**src/hw/rtl/dhfk_pkg.sv**
```systemverilog
// dhfk_pkg: widths, fixed-point constants, arctangent table and pipeline types
// for the six-joint forward kinematics pipeline. No dependencies.
`default_nettype none

package dhfk_pkg;

    localparam int FRAC_BITS       = 16;
    localparam int CF              = 30;
    localparam int SH              = CF - FRAC_BITS;
    localparam int TRIG_STAGES_DEF = 16;
    localparam int ATAN_COUNT      = 24;

    localparam int ANG_W  = 20;
    localparam int CFG_W  = 17;
    localparam int NUM_CFG = 5;
    localparam int POS_W  = 21;
    localparam int ROT_W  = 18;
    localparam int TW     = FRAC_BITS + 2;
    localparam int RW     = FRAC_BITS + 4;
    localparam int PSW    = POS_W + 3;
    localparam int ZW     = ANG_W + SH + 2;
    localparam int XW     = CF + 4;
    localparam int APB_DW = 32;
    localparam int APB_AW = $clog2(NUM_CFG * 4);

    localparam logic signed [ZW-1:0] PI_Q      = ZW'(64'sd3373259426);
    localparam logic signed [ZW-1:0] HALF_PI_Q = ZW'(64'sd1686629713);
    localparam logic signed [ZW-1:0] TWO_PI_Q  = ZW'(64'sd6746518852);
    localparam logic signed [XW-1:0] GAIN_Q    = XW'(64'sd652032874);

    typedef enum logic [APB_AW-3:0] {
        REG_BASE_OFFSET      = 'd0,
        REG_UPPER_ARM_OFFSET = 'd1,
        REG_FOREARM_OFFSET   = 'd2,
        REG_TOOL_OFFSET      = 'd3,
        REG_TOOL_LENGTH      = 'd4
    } cfg_idx_t;

    localparam logic [CFG_W-1:0] RST_BASE_OFFSET      = CFG_W'(29164);
    localparam logic [CFG_W-1:0] RST_UPPER_ARM_OFFSET = CFG_W'(17695);
    localparam logic [CFG_W-1:0] RST_FOREARM_OFFSET   = CFG_W'(15729);
    localparam logic [CFG_W-1:0] RST_TOOL_OFFSET      = CFG_W'(3277);
    localparam logic [CFG_W-1:0] RST_TOOL_LENGTH      = CFG_W'(9175);

    typedef struct packed {
        logic signed [TW-1:0] c;
        logic signed [TW-1:0] s;
    } cs_t;

    typedef logic signed [RW-1:0]  rot_t;
    typedef logic signed [PSW-1:0] pos_t;

    typedef struct packed {
        rot_t [2:0][2:0] r;
        pos_t [2:0]      p;
        cs_t  [5:0]      cs;
    } kin_t;

    function automatic logic [30:0] atan_q(input int i);
        logic [30:0] v;
        case (i)
            0:       v = 31'd843314857;
            1:       v = 31'd497837829;
            2:       v = 31'd263043837;
            3:       v = 31'd133525159;
            4:       v = 31'd67021687;
            5:       v = 31'd33543516;
            6:       v = 31'd16775851;
            7:       v = 31'd8388437;
            8:       v = 31'd4194283;
            9:       v = 31'd2097149;
            10:      v = 31'd1048576;
            11:      v = 31'd524288;
            12:      v = 31'd262144;
            13:      v = 31'd131072;
            14:      v = 31'd65536;
            15:      v = 31'd32768;
            16:      v = 31'd16384;
            17:      v = 31'd8192;
            18:      v = 31'd4096;
            19:      v = 31'd2048;
            20:      v = 31'd1024;
            21:      v = 31'd512;
            22:      v = 31'd256;
            23:      v = 31'd128;
            default: v = 31'd0;
        endcase
        return v;
    endfunction

endpackage

`default_nettype wire

```
**src/hw/rtl/dhfk_trig.sv**
```systemverilog
// dhfk_trig: pipelined sine/cosine of one joint angle, range reduction then CORDIC.
// Depends on dhfk_pkg. All registers advance only while en is high.
`default_nettype none

module dhfk_trig #(
    parameter int STAGES = dhfk_pkg::TRIG_STAGES_DEF
) (
    input  wire                               clk,
    input  wire                               en,
    input  wire signed [dhfk_pkg::ANG_W-1:0]  angle,
    output dhfk_pkg::cs_t                     cs
);
    import dhfk_pkg::*;

    localparam logic signed [XW-1:0] RND_T = XW'(1) <<< (SH - 1);
    localparam logic signed [XW-1:0] ONE_X = XW'(1) <<< FRAC_BITS;

    logic signed [ZW-1:0] ang;
    logic signed [ZW-1:0] zm_next, zm_reg;
    logic signed [XW-1:0] zf_next, zf_reg;
    logic                 ff_next, ff_reg;
    logic signed [XW-1:0] cx_reg [STAGES];
    logic signed [XW-1:0] cy_reg [STAGES];
    logic signed [XW-1:0] cz_reg [STAGES];
    logic                 cf_reg [STAGES];
    cs_t                  cs_next, cs_reg;

    assign ang = {{2{angle[ANG_W-1]}}, angle, {SH{1'b0}}};

    always_comb
    begin
        if (ang >= TWO_PI_Q)
            zm_next = ang - TWO_PI_Q;
        else if (ang <= -TWO_PI_Q)
            zm_next = ang + TWO_PI_Q;
        else
            zm_next = ang;
    end

    always_comb
    begin
        logic signed [ZW-1:0] z2;
        logic signed [ZW-1:0] z3;
        if (zm_reg > PI_Q)
            z2 = zm_reg - TWO_PI_Q;
        else if (zm_reg < -PI_Q)
            z2 = zm_reg + TWO_PI_Q;
        else
            z2 = zm_reg;
        ff_next = 1'b0;
        z3 = z2;
        if (z2 > HALF_PI_Q)
        begin
            z3 = z2 - PI_Q;
            ff_next = 1'b1;
        end
        else if (z2 < -HALF_PI_Q)
        begin
            z3 = z2 + PI_Q;
            ff_next = 1'b1;
        end
        zf_next = z3[XW-1:0];
    end

    always_ff @(posedge clk)
    begin
        if (en)
        begin
            zm_reg <= zm_next;
            zf_reg <= zf_next;
            ff_reg <= ff_next;
        end
    end

    for (genvar i = 0; i < STAGES; i++)
    begin : g_stage
        logic signed [XW-1:0] xi, yi, zi;
        logic                 fi;
        logic signed [XW-1:0] at;

        if (i == 0)
        begin : g_first
            assign xi = GAIN_Q;
            assign yi = '0;
            assign zi = zf_reg;
            assign fi = ff_reg;
        end
        else
        begin : g_rest
            assign xi = cx_reg[i-1];
            assign yi = cy_reg[i-1];
            assign zi = cz_reg[i-1];
            assign fi = cf_reg[i-1];
        end

        assign at = $signed({{(XW-31){1'b0}}, atan_q(i)});

        always_ff @(posedge clk)
        begin
            if (en)
            begin
                if (!zi[XW-1])
                begin
                    cx_reg[i] <= xi - (yi >>> i);
                    cy_reg[i] <= yi + (xi >>> i);
                    cz_reg[i] <= zi - at;
                end
                else
                begin
                    cx_reg[i] <= xi + (yi >>> i);
                    cy_reg[i] <= yi - (xi >>> i);
                    cz_reg[i] <= zi + at;
                end
                cf_reg[i] <= fi;
            end
        end
    end

    always_comb
    begin
        logic signed [XW-1:0] xo, yo, rc, rs;
        xo = cf_reg[STAGES-1] ? -cx_reg[STAGES-1] : cx_reg[STAGES-1];
        yo = cf_reg[STAGES-1] ? -cy_reg[STAGES-1] : cy_reg[STAGES-1];
        rc = (xo + RND_T) >>> SH;
        rs = (yo + RND_T) >>> SH;
        if (rc > ONE_X)
            rc = ONE_X;
        else if (rc < -ONE_X)
            rc = -ONE_X;
        if (rs > ONE_X)
            rs = ONE_X;
        else if (rs < -ONE_X)
            rs = -ONE_X;
        cs_next.c = rc[TW-1:0];
        cs_next.s = rs[TW-1:0];
    end

    always_ff @(posedge clk)
    begin
        if (en)
            cs_reg <= cs_next;
    end

    assign cs = cs_reg;

endmodule

`default_nettype wire

```
**config.mk**
```make
export PLATFORM = sky130hd
export DESIGN_NAME = dhfk_trig
export DESIGN_NICKNAME = d
export VERILOG_FILES = /design/src/hw/rtl/dhfk_pkg.sv /design/src/hw/rtl/dhfk_trig.sv
export SDC_FILE = /design/constraint.sdc
export NUM_CORES = 2
export LEC_CHECK = 0
export BUFFER_PORTS_ARGS = -buffer_cell sky130_fd_sc_hd__buf_2
export CAP_MARGIN = 20
export CORE_AREA = 3 3 604 606
export CTS_BUF_LIST = sky130_fd_sc_hd__clkbuf_8
export DETAILED_ROUTE_END_ITERATION = 6
export DIE_AREA = 0 0 607 609
export SLEW_MARGIN = 0
export SYNTH_ARGS = -nofsm -noshare
export SYNTH_HDL_FRONTEND = slang
export SYNTH_SLANG_ARGS = --single-unit
```
**constraint.sdc**
```tcl
create_clock -name clk -period 6.07 [get_ports clk]
set_clock_uncertainty 0.05 [all_clocks]
set_input_delay 0.3035 -clock clk [delete_from_list [all_inputs] [get_ports clk]]
set_output_delay 0.3035 -clock clk [all_outputs]
set_load 0.005 [all_outputs]
```
==> summary.txt <==
Setup path
  – CP required: approximately 6600 ps
  – Reg2Reg Depth: 21
  – Nature of the critical path endpoint: flop
  – CP Class: reg2reg
  – Reg2Reg Capture Point: cx_reg[0][203]
  – Critical path origin: cy_reg[0][141]
  – Startpoint types: flop
  – R2R setup slack: roughly 510 ps
  – Maximum fanout along the worst path: 6
  – R2R Path Start: cy_reg[0][141]
  – CP arrival: ~6100 ps

Die
  – Core footprint: 0.359 mm2
  – Die height: just over 600 um
  – Num ports: between 50 and 60
  – Die ar.: roughly 0.37 mm2
  – Initial Util: a little over a third
  – Site Rows: 220
  – Die W: a little over 600 um

Synth
  – Seq cells post-synth: between 1000 and 1500
  – Mapped cell area: ~0.13 mm2
  – Register area share after synthesis: 35.7%
  – Cell variety after synth: between 100 and 150
  – Fraction of registers with async set/reset: 0%
  – Prevailing post-synth register cell: edfxtp_1
  – Mean Syn Cell Area: approximately 9.6 um2
  – Top cell type's share of synthesized area: between 30% and 40%
  – EDFF count, synth: ~1500
  – Yosys warns: 0
  – Post-synth net total: 14513
  – Syn Inst Count: ~13000
  – Cell taking the most area after synthesis: edfxtp_1
  – Leading post-synthesis cells by cell area: edfxtp_1 (36%), ha_1 (14%), xnor2_1 (8.8%), a21oi_1 (4.6%), xor2_1 (4.3%)

Final layout
  – Nets: 14789
  – Max FFs per register: approximately 510
  – Syn-to-layout area delta: 9.62%
  – Post-route core utilization: approximately two fifths
  – Final Non-Filler Cells: 18341
  – Share of cells above drive strength 1: 5.60%

Run status
  – Status: completed

STA
  – Max-slew violation count: 0
  – Maximum clock frequency: roughly 180 MHz
  – Tmin final: ~5600 ps
  – Unrepaired setup endpoints after global routing: no
  – Final worst path period share: about nine tenths
  – Worst slew pin tran: between 1000 and 1500 ps
  – Setup violators final: 0
  – Slew headroom: about 31%
  – Hold Vio Cnt, Final: 0
  – Setup TNS: 0 ps

Detailed routing
  – Remaining DRCs: 0
  – Pre-antenna DRT Iters: 6
  – WL/cell: 16.8 um
  – Via count: a little under 100k
  – Vias/cell: around 5.3
  – Detail Route Antenna Nets: 0
  – First DRT Iteration DRCs: approximately 5500
  – Final WL: just over 300 mm

Global routing
  – Vias in the first global route: roughly 94000
  – Remaining global-route overflow: 0
  – Total track usage: 16.2%
  – First-pass GRT wire length: between 400 and 500 mm
  – Largest net degree at the start of global routing: 87
  – Antenna violations before repair: 3

Clocking
  – Clock sinks: approximately 1500
  – Post-CTS setup buffer count: 0
  – Clk slew on worst S/H paths: ~60 ps
  – Worst skew pair latency: about 930 ps
  – Clock Path Buffers: 4
  – CTS tree: built
  – Hold_buf cts: 38
  – CTS buffer count: approximately 280
  – Root Buffer: clkbuf_8
  – Post-CTS Resized: 0
  – H-tree Lvls: 5

Worst hold path
  – WHS Path Cells: 4
  – Worst Hold Launch: angle[19]
  – WHS Endpoint: zm_reg[33]
  – Hold Crit Class: in2reg

Place
  – DP Cell Count: approximately 18000
  – Port Buffer Count: 57
  – GP Congestion: a little over 0.9
  – DP Wirelength: between 200 and 250 mm

Flow run
  – Max-cap violations: 0
==> critical path: stages, from the launching register on <==
cell and delay (ps):
edfxtp_1 440, inv_1 90, ha_1 160, nand2b_1 100, nand2b_1 200, nor2_1 110
nand2_1 120, or3_1 390, or2_2 300, o41ai_1 360, xnor2_1 120, ha_1 370
a21o_1 180, a21o_1 180, a21o_1 190, a21oi_1 180, o21ai_0 140, or3_1 310
a311oi_1 380, nor3_1 180, o41ai_1 530, o211ai_1 170
==> logic make-up after synthesis <==
group / after synthesis / share of synthesized area, %
xor gates and xnor gates: 1889 / 13.2
buffers and inverters: 747 / 2.27
DFF: 1492 / 35.7
adders and majority gates: 1404 / 14.2
AOI/OAI and AO/OA: 3803 / 19.5
and+or+nand+nor: 3648 / 14.3
muxes: 107 / 0.897
==> how the worst max path moves through the flow <==
stage / to / cells past startpoint
2_1_floorplan: cz_reg[0][64] / 17
3_3_place_gp: cx_reg[0][203] / 21
3_5_place_dp: cx_reg[0][203] / 21
4_1_cts: cx_reg[0][203] / 21
5_1_grt: cx_reg[0][203] / 21
6_report: cx_reg[0][203] / 21
==> layer usage <==
metal	part of all wire [%]	wire, um	up-vias	global-route usage (%)
met5	0	0	-	0
met4	4.9	15000	0	7.51
met3	3.2	9830	687	1.78
met2	51	156000	1746	29.9
met1	41	127000	44674	18.4
li1	-	-	49471	-
==> per-stage QoR <==
stage,hold WS (ps),cell area (um2),setup slack (ps)
after floorplan,350,126000,1070
after global placement,351,132000,524
after detailed placement,355,132000,610
after CTS,129,138000,516
after global routing,210,138000,42.2
final,266,138000,510
==> synth_stat cells, types with 37 or more instances <==
master	number
and2_1	91
and3_1	112
mux2i_1	62
or2_2	62
nor2b_1	159
o21a_1	250
o31ai_1	183
edfxtp_1	1492
nand2_1	795
o41ai_1	66
clkbuf_1	193
o211ai_1	57
inv_1	507
a21oi_1	1153
nor3b_1	40
o21ai_0	695
a21boi_0	59
nand2b_1	201
a211oi_1	163
nand4_1	76
a31oi_1	121
fa_1	42
nor4_1	106
ha_1	1359
or4_1	67
a21o_1	438
o21bai_1	171
xnor2_1	1267
a211o_1	40
o31a_1	37
nor2_1	1044
xor2_1	622
or3_1	142
nand3_1	238
mux2_2	45
nor3_1	383
==> layout make-up <==
class / count / area, um2
antenna: 2 / 5.00
timing repair buffer: 229 / 1700
inverter: 514 / 1930
clock buffer: 289 / 3980
tap: 4773 / 5970
fill: 35912 / 222000
sequential: 1492 / 44800
clock inverter: 191 / 1340
multi-input combinational: 10851 / 78000
==> layout by cell type, fill, tap and decap left out, types with 250 or more instances in the layout <==
cell	Yosys	final
o21ai_0	695	695
nor2_1	1044	1044
nor3_1	383	383
xor2_1	622	622
o21a_1	250	250
a21oi_1	1153	1153
nand2_1	795	788
clkbuf_8	2	289
inv_1	507	582
ha_1	1359	1359
a21o_1	438	438
edfxtp_1	1492	1492
xnor2_1	1267	1267
Power is left out: the tool's default activity adds up to more than one toggle a clock period on the data nets, which glitch-free logic cannot reach.
